## src/sv/hans_pkg.sv

```systemverilog
// Shared types, constants and helpers of the HEVC Annex B NAL splitter.
`timescale 1ns / 1ps

package hans_pkg;

    // Results one input byte can cause: three held zeros plus the byte itself
    localparam int MAX_PUSH     = 4;
    localparam int PUSH_CNT_W   = 3;
    localparam int DEF_Q_DEPTH  = 8;

    // Start code pieces and parameter-set NAL types
    localparam logic [7:0] SC_ZERO_BYTE = 8'h00;
    localparam logic [7:0] SC_ONE_BYTE  = 8'h01;
    localparam logic [7:0] HDR_TYPE_MASK = 8'h7E;
    localparam logic [5:0] TYPE_VPS     = 6'd32;
    localparam logic [5:0] TYPE_SPS     = 6'd33;
    localparam logic [5:0] TYPE_PPS     = 6'd34;

    localparam logic [1:0] KIND_OTHER = 2'd0;
    localparam logic [1:0] KIND_VPS   = 2'd1;
    localparam logic [1:0] KIND_SPS   = 2'd2;
    localparam logic [1:0] KIND_PPS   = 2'd3;

    typedef struct packed {
        logic [7:0] data_byte;
        logic       packet_end;
    } t_in_item;

    typedef struct packed {
        logic [7:0] nal_byte;
        logic       nal_first;
        logic [5:0] nal_type;
        logic [1:0] param_set_kind;
        logic       last_of_packet;
    } t_out_item;

    // Group of items handed from the parser to the result queue in one cycle
    typedef struct packed {
        logic [PUSH_CNT_W-1:0]        num;
        t_out_item [MAX_PUSH-1:0]     ent;
    } t_push;

    function automatic logic [1:0] kind_of(input logic [5:0] nal_type);
        logic [1:0] kind;
        kind = KIND_OTHER;
        if (nal_type == TYPE_VPS) kind = KIND_VPS;
        if (nal_type == TYPE_SPS) kind = KIND_SPS;
        if (nal_type == TYPE_PPS) kind = KIND_PPS;
        return kind;
    endfunction

endpackage

```

## src/sv/hans_parser.sv

```systemverilog
// Input register and start code parser: turns one byte into up to four NAL items.
`timescale 1ns / 1ps

module hans_parser (
    input  logic                i_clk,
    input  logic                i_rst_n,
    input  logic                i_valid,
    output logic                o_ready,
    input  hans_pkg::t_in_item  i_item,
    input  logic                i_space,
    output hans_pkg::t_push     o_push
);
    import hans_pkg::*;

    logic       r_in_valid;
    t_in_item   r_in;
    logic [1:0] r_held_count;
    logic       r_inside_nal;
    logic       r_expect_header;
    logic [5:0] r_current_type;

    logic       take;
    logic       zero_case;
    logic       start_case;
    logic       other_case;
    logic       packet_end;
    logic [7:0] data_byte;
    logic [1:0] held_after;
    logic [PUSH_CNT_W-1:0] count_main;
    logic [PUSH_CNT_W-1:0] count_all;
    logic [PUSH_CNT_W-1:0] count_out;
    logic [7:0] hdr_byte;
    logic [5:0] type_out;
    t_push      push;

    logic [1:0] n_held_count;
    logic       n_inside_nal;
    logic       n_expect_header;
    logic [5:0] n_current_type;

    // Take the held item once the queue has room for a full group
    assign take    = r_in_valid && i_space;
    assign o_ready = !r_in_valid || take;

    // Hold the incoming item
    always_ff @(posedge i_clk) begin
        if (!i_rst_n) begin
            r_in_valid <= 1'b0;
        end else if (o_ready) begin
            r_in_valid <= i_valid;
        end
    end

    always_ff @(posedge i_clk) begin
        if (o_ready && i_valid) begin
            r_in <= i_item;
        end
    end

    // Classify the byte against the held zero run
    assign data_byte  = r_in.data_byte;
    assign packet_end = r_in.packet_end;
    assign zero_case  = (data_byte == SC_ZERO_BYTE);
    assign start_case = (data_byte == SC_ONE_BYTE) && r_held_count[1];
    assign other_case = !zero_case && !start_case;

    always_comb begin
        if (zero_case) begin
            count_main = (r_held_count == 2'd3) ? PUSH_CNT_W'(1) : PUSH_CNT_W'(0);
            held_after = (r_held_count == 2'd3) ? 2'd3 : r_held_count + 2'd1;
        end else if (start_case) begin
            count_main = '0;
            held_after = 2'd0;
        end else begin
            count_main = PUSH_CNT_W'(r_held_count) + PUSH_CNT_W'(1);
            held_after = 2'd0;
        end
        // Flush the held zeros after the byte at packet end
        count_all = count_main + (packet_end ? PUSH_CNT_W'(held_after) : '0);
        count_out = r_inside_nal ? count_all : '0;
    end

    // Emitted bytes are zeros except the non-zero byte after the released run
    assign hdr_byte = (other_case && r_held_count == 2'd0) ? data_byte : SC_ZERO_BYTE;
    assign type_out = (r_expect_header && count_out != '0)
                    ? 6'((hdr_byte & HDR_TYPE_MASK) >> 1) : r_current_type;

    // Build the item group
    always_comb begin
        push.num = take ? count_out : '0;
        for (int i = 0; i < MAX_PUSH; i++) begin
            push.ent[i].nal_byte = (other_case && r_held_count == 2'(i))
                                 ? data_byte : SC_ZERO_BYTE;
            push.ent[i].nal_first      = (i == 0) && r_expect_header;
            push.ent[i].nal_type       = type_out;
            push.ent[i].param_set_kind = kind_of(type_out);
            push.ent[i].last_of_packet = packet_end
                                       && (count_out == PUSH_CNT_W'(i + 1));
        end
    end

    assign o_push = push;

    // Advance the parser state
    always_comb begin
        n_held_count    = packet_end ? 2'd0 : held_after;
        n_current_type  = type_out;
        n_inside_nal    = r_inside_nal;
        n_expect_header = r_expect_header;
        if (start_case) begin
            n_inside_nal    = 1'b1;
            n_expect_header = 1'b1;
        end else if (count_out != '0) begin
            n_expect_header = 1'b0;
        end
        if (packet_end) begin
            n_inside_nal    = 1'b0;
            n_expect_header = 1'b0;
        end
    end

    always_ff @(posedge i_clk) begin
        if (!i_rst_n) begin
            r_held_count    <= 2'd0;
            r_inside_nal    <= 1'b0;
            r_expect_header <= 1'b0;
            r_current_type  <= 6'd0;
        end else if (take) begin
            r_held_count    <= n_held_count;
            r_inside_nal    <= n_inside_nal;
            r_expect_header <= n_expect_header;
            r_current_type  <= n_current_type;
        end
    end

    // A packet end leaves no held zeros and no open NAL
    a_pend_clears: assert property (@(posedge i_clk) disable iff (!i_rst_n)
        take && packet_end |=> r_held_count == 2'd0 && !r_inside_nal)
        else $error("packet end did not clear parser state");

    // Nothing is emitted outside a NAL
    a_no_emit_outside: assert property (@(posedge i_clk) disable iff (!i_rst_n)
        !r_inside_nal |-> push.num == '0)
        else $error("item emitted outside a NAL");

endmodule

```

## src/sv/hans_queue.sv

```systemverilog
// Result queue: takes a group of up to four items a cycle, hands out one a cycle while i_ready is high.
`timescale 1ns / 1ps

module hans_queue #(
    parameter int DEPTH = hans_pkg::DEF_Q_DEPTH
) (
    input  logic                i_clk,
    input  logic                i_rst_n,
    input  hans_pkg::t_push     i_push,
    output logic                o_space,
    output logic                o_valid,
    input  logic                i_ready,
    output hans_pkg::t_out_item o_item
);
    import hans_pkg::*;

    localparam int AW = $clog2(DEPTH);
    localparam int CW = $clog2(DEPTH + 1);

    t_out_item       r_mem [DEPTH];
    logic [AW-1:0]   r_head;
    logic [AW-1:0]   r_tail;
    logic [CW-1:0]   r_count;
    logic            pop;

    assign o_valid = (r_count != '0);
    assign o_item  = r_mem[r_head];
    assign pop     = o_valid && i_ready;
    assign o_space = (r_count <= CW'(DEPTH - MAX_PUSH));

    // Write the group at the tail
    always_ff @(posedge i_clk) begin
        for (int i = 0; i < MAX_PUSH; i++) begin
            if (PUSH_CNT_W'(i) < i_push.num) begin
                r_mem[r_tail + AW'(i)] <= i_push.ent[i];
            end
        end
    end

    // Advance pointers and fill count
    always_ff @(posedge i_clk) begin
        if (!i_rst_n) begin
            r_head  <= '0;
            r_tail  <= '0;
            r_count <= '0;
        end else begin
            r_tail  <= r_tail + AW'(i_push.num);
            r_head  <= r_head + AW'(pop);
            r_count <= r_count + CW'(i_push.num) - CW'(pop);
        end
    end

    a_no_overflow: assert property (@(posedge i_clk) disable iff (!i_rst_n)
        r_count <= CW'(DEPTH))
        else $error("result queue overflow");

    a_push_has_room: assert property (@(posedge i_clk) disable iff (!i_rst_n)
        i_push.num != '0 |-> o_space)
        else $error("group pushed without room");

endmodule

```

## src/sv/hevc_annexb_nal_splitter.sv

```systemverilog
// Top level of the HEVC Annex B NAL splitter.
//
// Input channel: one stream byte per item with a packet-end flag
// (i_valid / o_ready / i_item). Output channel: one NAL byte per item with
// its header mark, NAL type, parameter-set class and last-of-packet mark
// (o_valid / i_ready / o_item).
// Start codes (00 00 01 or 00 00 00 01) are stripped, bytes before the
// first start code of a packet are dropped, and up to three trailing zeros
// are held until a later byte or the packet end decides their fate.
// Results pass the input register and the queue. Throughput: one input
// item per cycle while each byte yields at most one result and the receiver
// is ready; a byte that releases held zeros yields up to four results, which
// leave the output queue at one per cycle. The input register is emptied
// into the queue only when it has room for four items, so o_ready drops
// while the register is full and the queue holds more than DEPTH - 4 items.
// Reset clears the input register, the parser state and the queue.
// A stalled receiver fills the queue and then stalls the input side;
// no item is lost or repeated.
`timescale 1ns / 1ps

module hevc_annexb_nal_splitter #(
    parameter int Q_DEPTH = hans_pkg::DEF_Q_DEPTH
) (
    input  logic                i_clk,
    input  logic                i_rst_n,
    input  logic                i_valid,
    output logic                o_ready,
    input  hans_pkg::t_in_item  i_item,
    output logic                o_valid,
    input  logic                i_ready,
    output hans_pkg::t_out_item o_item
);
    import hans_pkg::*;

    t_push push;
    logic  space;

    hans_parser u_parser (
        .i_clk   (i_clk),
        .i_rst_n (i_rst_n),
        .i_valid (i_valid),
        .o_ready (o_ready),
        .i_item  (i_item),
        .i_space (space),
        .o_push  (push)
    );

    hans_queue #(
        .DEPTH (Q_DEPTH)
    ) u_queue (
        .i_clk   (i_clk),
        .i_rst_n (i_rst_n),
        .i_push  (push),
        .o_space (space),
        .o_valid (o_valid),
        .i_ready (i_ready),
        .o_item  (o_item)
    );

endmodule
```

## config.mk

```make
export PLATFORM = sky130hd
export DESIGN_NAME = hevc_annexb_nal_splitter
export DESIGN_NICKNAME = d
export VERILOG_FILES = /design/src/sv/hans_pkg.sv /design/src/sv/hans_parser.sv /design/src/sv/hans_queue.sv /design/src/sv/hevc_annexb_nal_splitter.sv
export SDC_FILE = /design/constraint.sdc
export NUM_CORES = 1
export LEC_CHECK = 0
export BUFFER_PORTS_ARGS = -buffer_cell sky130_fd_sc_hd__buf_2
export CORE_ASPECT_RATIO = 1.4
export CORE_MARGIN = 2
export CORE_UTILIZATION = 45
export CTS_CLUSTER_DIAMETER = 40
export DETAILED_ROUTE_END_ITERATION = 12
export GPL_TIMING_DRIVEN = 0
export HOLD_SLACK_MARGIN = 0.12
export PLACE_DENSITY = 0.65
export REMOVE_ABC_BUFFERS = 1
export SETUP_SLACK_MARGIN = 0.5
export SLEW_MARGIN = 15
export SYNTH_ARGS = -nofsm -noshare
export SYNTH_HDL_FRONTEND = slang
export SYNTH_HIERARCHICAL = 1
export SYNTH_SLANG_ARGS = --single-unit
export TNS_END_PERCENT = 20
```

## constraint.sdc

```tcl
create_clock -name i_clk -period 4.94 [get_ports i_clk]
set_input_delay 0.494 -clock i_clk [delete_from_list [all_inputs] [get_ports i_clk]]
set_output_delay 0.494 -clock i_clk [all_outputs]
set_load 0.02 [all_outputs]
```

Yosys cells after proc, flatten, opt, wreduce, memory -nomap -nowiden

Memory sizes are Yosys's and may differ from the RTL's. A register that Yosys moved wholly into a read port is not among the register bits.
Cells that the tools add are included.

Logic and storage cells: 94
Memories: 1
Flip-flop bits (word level): 30
RAM bits: 144

Mux-type cells: 31
$lt $le $gt $ge: 5
Reduce and logical (&&, ||, !) cells: 26
Add/sub/neg operators: 10
Eq/ne operators: 11

Memory list:

| name          | words | bits a word | read ports | clocked after Yosys merged registers in | wr ports | line             | source |
|---|---|---|---|---|---|---|---|
| u_queue.r_mem | 8     | 18          | 1          | 1                                       | 4        | hans_queue.sv:20 | `t_out_item r_mem [DEPTH];` |

Operators by type and width:

| cell                | count |
|---|---|
| $mux 8              | 4 |
| $eq 6x6->1 const B  | 3 |
| $mux 1              | 15 |
| $mux 3              | 5 |
| $logic_and 1x1->1   | 14 |
| $mux 2              | 6 |
| $eq 8x1->1 const B  | 1 |
| $logic_not 8->1     | 1 |
| $add 3x2->3 const B | 2 |
| $add 3x3->3         | 2 |
| $eq 3x2->1 const B  | 2 |
| $lt 1x3->1 const A  | 2 |
| $lt 2x3->1 const A  | 2 |
| $mux 6              | 1 |
| $reduce_bool 3->1   | 2 |
| $add 4x3->4         | 1 |
| $eq 2x2->1 const B  | 2 |
| $le 4x3->1 const B  | 1 |
| $reduce_and 2->1    | 2 |
| $reduce_bool 4->1   | 1 |
| $sub 4x1->4         | 1 |
| $add 2x1->3 const B | 1 |
| $add 3x1->3         | 1 |
| $add 3x1->3 const B | 1 |
| 8 further kinds     | 10 |

Depth between registers and ports, before layout

Depth in word-level cells: 13
Mapped depth: 17
Depth with buffers taken out: 16

Cells and area by module

Netlist, hierarchy kept.

Modules (own cells, without submodules):

| module      | instances | area an instance (µm²) | sequential area each (µm²) | cells an instance |
|---|---|---|---|---|
| hans_queue  | 1         | 10,192.3               | 4,524.3                    | 926 |
| hans_parser | 1         | 1,684.1                | 490.5                      | 192 |

Worst setup path after synthesis

No wires, ideal clock.

Path type: register -> register
From: register u_parser.r_in (netlist bit u_parser/data_byte[1])
To: memory u_queue/r_mem[7][0] in the netlist's numbering, enable pin
Arrival: 4.072 ns
Stages on the path, launching flop included: 12
Required time: 4.522 ns
Path slack: 0.450 ns
Cell sequence: edfxtp_1 -> nor4_1 -> nand2_1 -> nor2_1 -> o32ai_1 -> ha_1 -> fa_1 -> xor2_1 -> nor3b_1 -> buf_2 -> nor2_1 -> o21ai_0

RTL lines:

| item                   | line              | source |
|---|---|---|
| from (decl)            | hans_parser.sv:16 | `t_in_item r_in;` |
| from (signal assigned) | hans_parser.sv:56 | `r_in <= i_item;` |
| to (decl)              | hans_queue.sv:20  |  |

==> results.md <==
* Final wirelength at ~37000 um
* IO Pins at 33
* Critical path data arrival time at about 4.5 ns
* Main flop type after synthesis: edfxtp_1
* # setup viols final at 0
* Mapped Area at approximately 12000 um2
* Slowest-stage cell, CP: nor3_4
* Die Height at between 150 and 200 um
* Distinct cells, synth at between 60 and 70
* Gr ovfl total at 0
* Die area at around 28000 um2
* Min Clock Period, post-route at 4.40 ns
* Post-synthesis adder-cell area fraction at 2.57%
* Hold Path Class: in -> reg
* Vias after detailed routing at roughly 9300
* Crit path max fanout at 10
* Worst slew pin tran at between 1 and 1.5 ns
* Main combinational cell family by area after synthesis: multiplexers
* IO buf count at 32
* Share of cells above drive strength 1 at 22.8%
* Worst r2r src: u_parser/data_byte[1]
* Num CTS Buffers at 17
* Ys async rst share at 0%
* Most common cell on crit path: buf_4
* CP Capture Type: register
* Deepest clock path buffer count at 2
* TNS Setup at 0 ns
* Syn Inst Count at roughly 1100
* CTS root buffer: clkbuf_16
* Final HPWL DP at around 22000 um
* Worst path max stage delay at approximately 0.55 ns
* Simple-gate area share of the yosys netlist at 8.70%
* Required time worst endpoint at between 5 and 6 ns
* Hold EP: u_parser/data_byte[1]
* Min-delay src: i_item[2]
* Buf/Inv on CP at 2
* DR WL/cell at between 20 and 30 um
* P&R area growth vs syn at 9.11%
* Leak at around 4.8 nW
* DIE WIDTH at roughly 140 um
* Row count at 70
* CTS tree: yes
* Max-Cap Viols at 0
* Worst-skew pair later-pin latency at 0.44 ns
* Layout Nets at between 1000 and 1500
* Worst r2r path cells at 14
* Compound-cell area share of the yosys netlist at between 10% and 20%
* EDFF count, synth at approximately 150
* Number of global-route vias before repair at between 8000 and 9000
* Seq cells post-synth at between 150 and 200
* H-Tree Depth at 4
* Final instance area at 13000 um2
* Avg Cell Area, Syn at around 11 um2
* Ys Warns at 6
* Clock transition at path regs at around 0.07 ns
* Worst R2R Setup Slack at between 0.5 and 0.6 ns
* First drt pass iteration count at 6
* Post-layout util at between 40% and 50%
* Final Cycle Share at around nine tenths
* Gpl congestion at 0.886
* Max transition margin at between 20 and 25%
* DRT antenna net count at 0
* Fmax at between 200 and 250 MHz
* Drc violations at 0
* Placed cell area at 12000 um2
* Critical path cell sequence: nor4_4 -> nand2_2 -> nor2_1 -> o32ai_1 -> ha_1 -> fa_1 -> xor2_2 -> nor3b_4 -> buf_4 -> o21ai_0 -> nor3_4 -> buf_4 -> mux2i_1 -> a21oi_1
* Hold Fails Final Rpt at 0
* Hold-fix buffers, CTS at 0
* Reg-to-reg endpoint: u_queue/r_mem[7][9]
* Unrepaired setup endpoints after global routing: yes
* Post-synthesis xor/xnor area fraction at approximately 1.3%
* Startpoint Class: register
* Largest net degree at the start of global routing at 33
* Sequential fraction of the synthesis area at roughly 42%
* Core area at around 26000 um2
* DRT iter0 DRCs at 1479
* First-pass GRT wire length at between 50000 and 60000 um
* # diodes at 0
* Final Max Slew Viols at 0
* Clk_skew at approximately 0.0099 ns
* Vias per cell at between 6 and 7
* CP top delay family: simple AND/OR/NAND/NOR gates
* CTS Sinks at between 150 and 200
* Gr usage total at between 20% and 30%
* Initial core utilization at between 40% and 50%
* WHS Path Cells at 1
* VDD IR max at approximately 0.00023 V
* Post-synthesis mux area share at 20.5%
* Power Density at 282 nW/um2
* Crit Path Category: reg -> reg
* Initial antenna violation count at 0
* Outcome: finished clean
-- Yosys cell counts, types with 4 or more instances --
library cell	count	area (um2)
a21o_1	4	30.0
mux2_2	20	225
nor4_1	5	31.3
ha_1	18	225
buf_6	9	101
nand2_1	64	240
inv_1	22	82.6
clkbuf_1	57	214
mux2i_1	131	1310
xor2_1	4	35.0
mux2_4	6	90.1
nand4_1	4	25.0
or3_1	8	50.1
mux4_2	36	811
o31ai_1	4	30.0
xnor2_1	7	61.3
dfxtp_1	21	420
a31oi_1	18	113
nor2b_1	6	37.5
o22ai_1	137	857
nor2_1	13	48.8
o21ai_0	11	55.1
nand3_1	9	45.0
a21oi_1	122	611
nor3_1	8	40.0
and2_2	4	30.0
and2_1	46	288
edfxtp_1	153	4590
buf_4	39	293
o211ai_1	7	52.6
buf_2	32	160
a22oi_1	5	37.5
buf_1	42	158
-- what timing repair did --
item | CTS | global route
gates cloned | 0 | 2
setup buffers | 12 | 12
setup endpoints to repair | 289 | 281
pin swaps | 7 | 6
gates resized for setup | 37 | 20
-- layout make-up --
type                            instances  area, um2
Fill cell                            2236      13100
Tap cell                              324        405
Multi-Input combinational cell        745       6170
Sequential cell                       174       5020
Clock inverter                          7       40.0
Clock buffer                           25        475
Inverter                               24       90.1
Timing Repair Buffer                   88        754
-- cells in the final DEF (no fill, tap or decap), types with 10 or more instances in the layout --
cell type	netlist	final
o21ai_0	11	10
buf_4	39	43
edfxtp_1	153	153
mux2i_1	131	131
buf_2	32	32
clkbuf_16	0	17
nor2_1	13	11
nand2_1	64	63
dfxtp_1	21	18
mux4_2	36	36
mux2_2	20	20
nand3_4	0	11
a31oi_1	18	18
ha_1	18	18
o22ai_1	137	137
inv_1	22	22
and2_1	46	40
a21oi_1	122	122
-- report_power, final --
part,leakage (nW),switching [W],internal [W]
clock network,0.251,0.000577,0.000666
registers,1.61,0.0000565,0.00163
logic,2.90,0.000366,0.000358
total,4.76,0.00100,0.00265
-- metrics by stage --
stage	setup slack, ns	hold slack, ns	std cells	power (W)
after floorplan	-1.27	0.442	941	0.00223
after global placement	-4.03	0.460	1297	0.00242
after detailed placement	-1.05	0.466	1329	0.00244
after CTS	0.367	0.209	1373	0.00367
after global routing	0.414	0.212	1387	0.00378
final	0.536	0.227	1387	0.00365
-- how the worst max path moves through the flow --
stage | cells after the start | slack, ns | end | startpoint
after global placement | 12 | -4.03 | u_queue/r_mem[7][6] | u_parser/data_byte[7]
after CTS | 14 | 0.37 | u_queue/r_mem[0][6] | u_parser/data_byte[7]
final | 14 | 0.54 | u_queue/r_mem[7][9] | u_parser/data_byte[1]
after detailed placement | 13 | -1.05 | u_queue/r_mem[6][6] | u_parser/data_byte[7]
after floorplan | 12 | -1.27 | u_queue/r_mem[7][0] | u_parser/data_byte[1]
after global routing | 14 | 0.41 | u_queue/r_mem[7][13] | u_parser/data_byte[1]
-- sequential cells by signal, summed over array words and instances, names as in the netlist --
register and count:
u_queue/r_mem 144, u_parser/data_byte 8, u_parser/r_inside_nal 1, u_queue/r_count 4, u_parser/r_in_valid 1, u_queue/r_tail 3, u_parser/r_held_count 2, u_parser/r_current_type 6
u_parser/r_expect_header 1, u_parser/packet_end 1, u_queue/r_head 3
-- layer usage --
| metal | routed length [um] | vias to the layer above | global-route usage, % |
|---|---|---|---|
| met5 | 0 | - | 0 |
| met4 | 2000 | 0 | 13.6 |
| met3 | 3920 | 133 | 5.15 |
| met2 | 17700 | 685 | 43.1 |
| met1 | 13700 | 4388 | 32.4 |
| li1 | - | 4070 | - |
-- cells by family (layout without fill, tap and decap cells) --
family          after synthesis  count (layout)
flops                       174             174
other cells                   1               3
xor+xnor                     14              14
buf+inv                     203             144
mux                         193             193
fa+ha+maj                    23              23
compound gates              321             321
simple gates                189             191
Note: power is estimated with default switching activity, not from simulation.
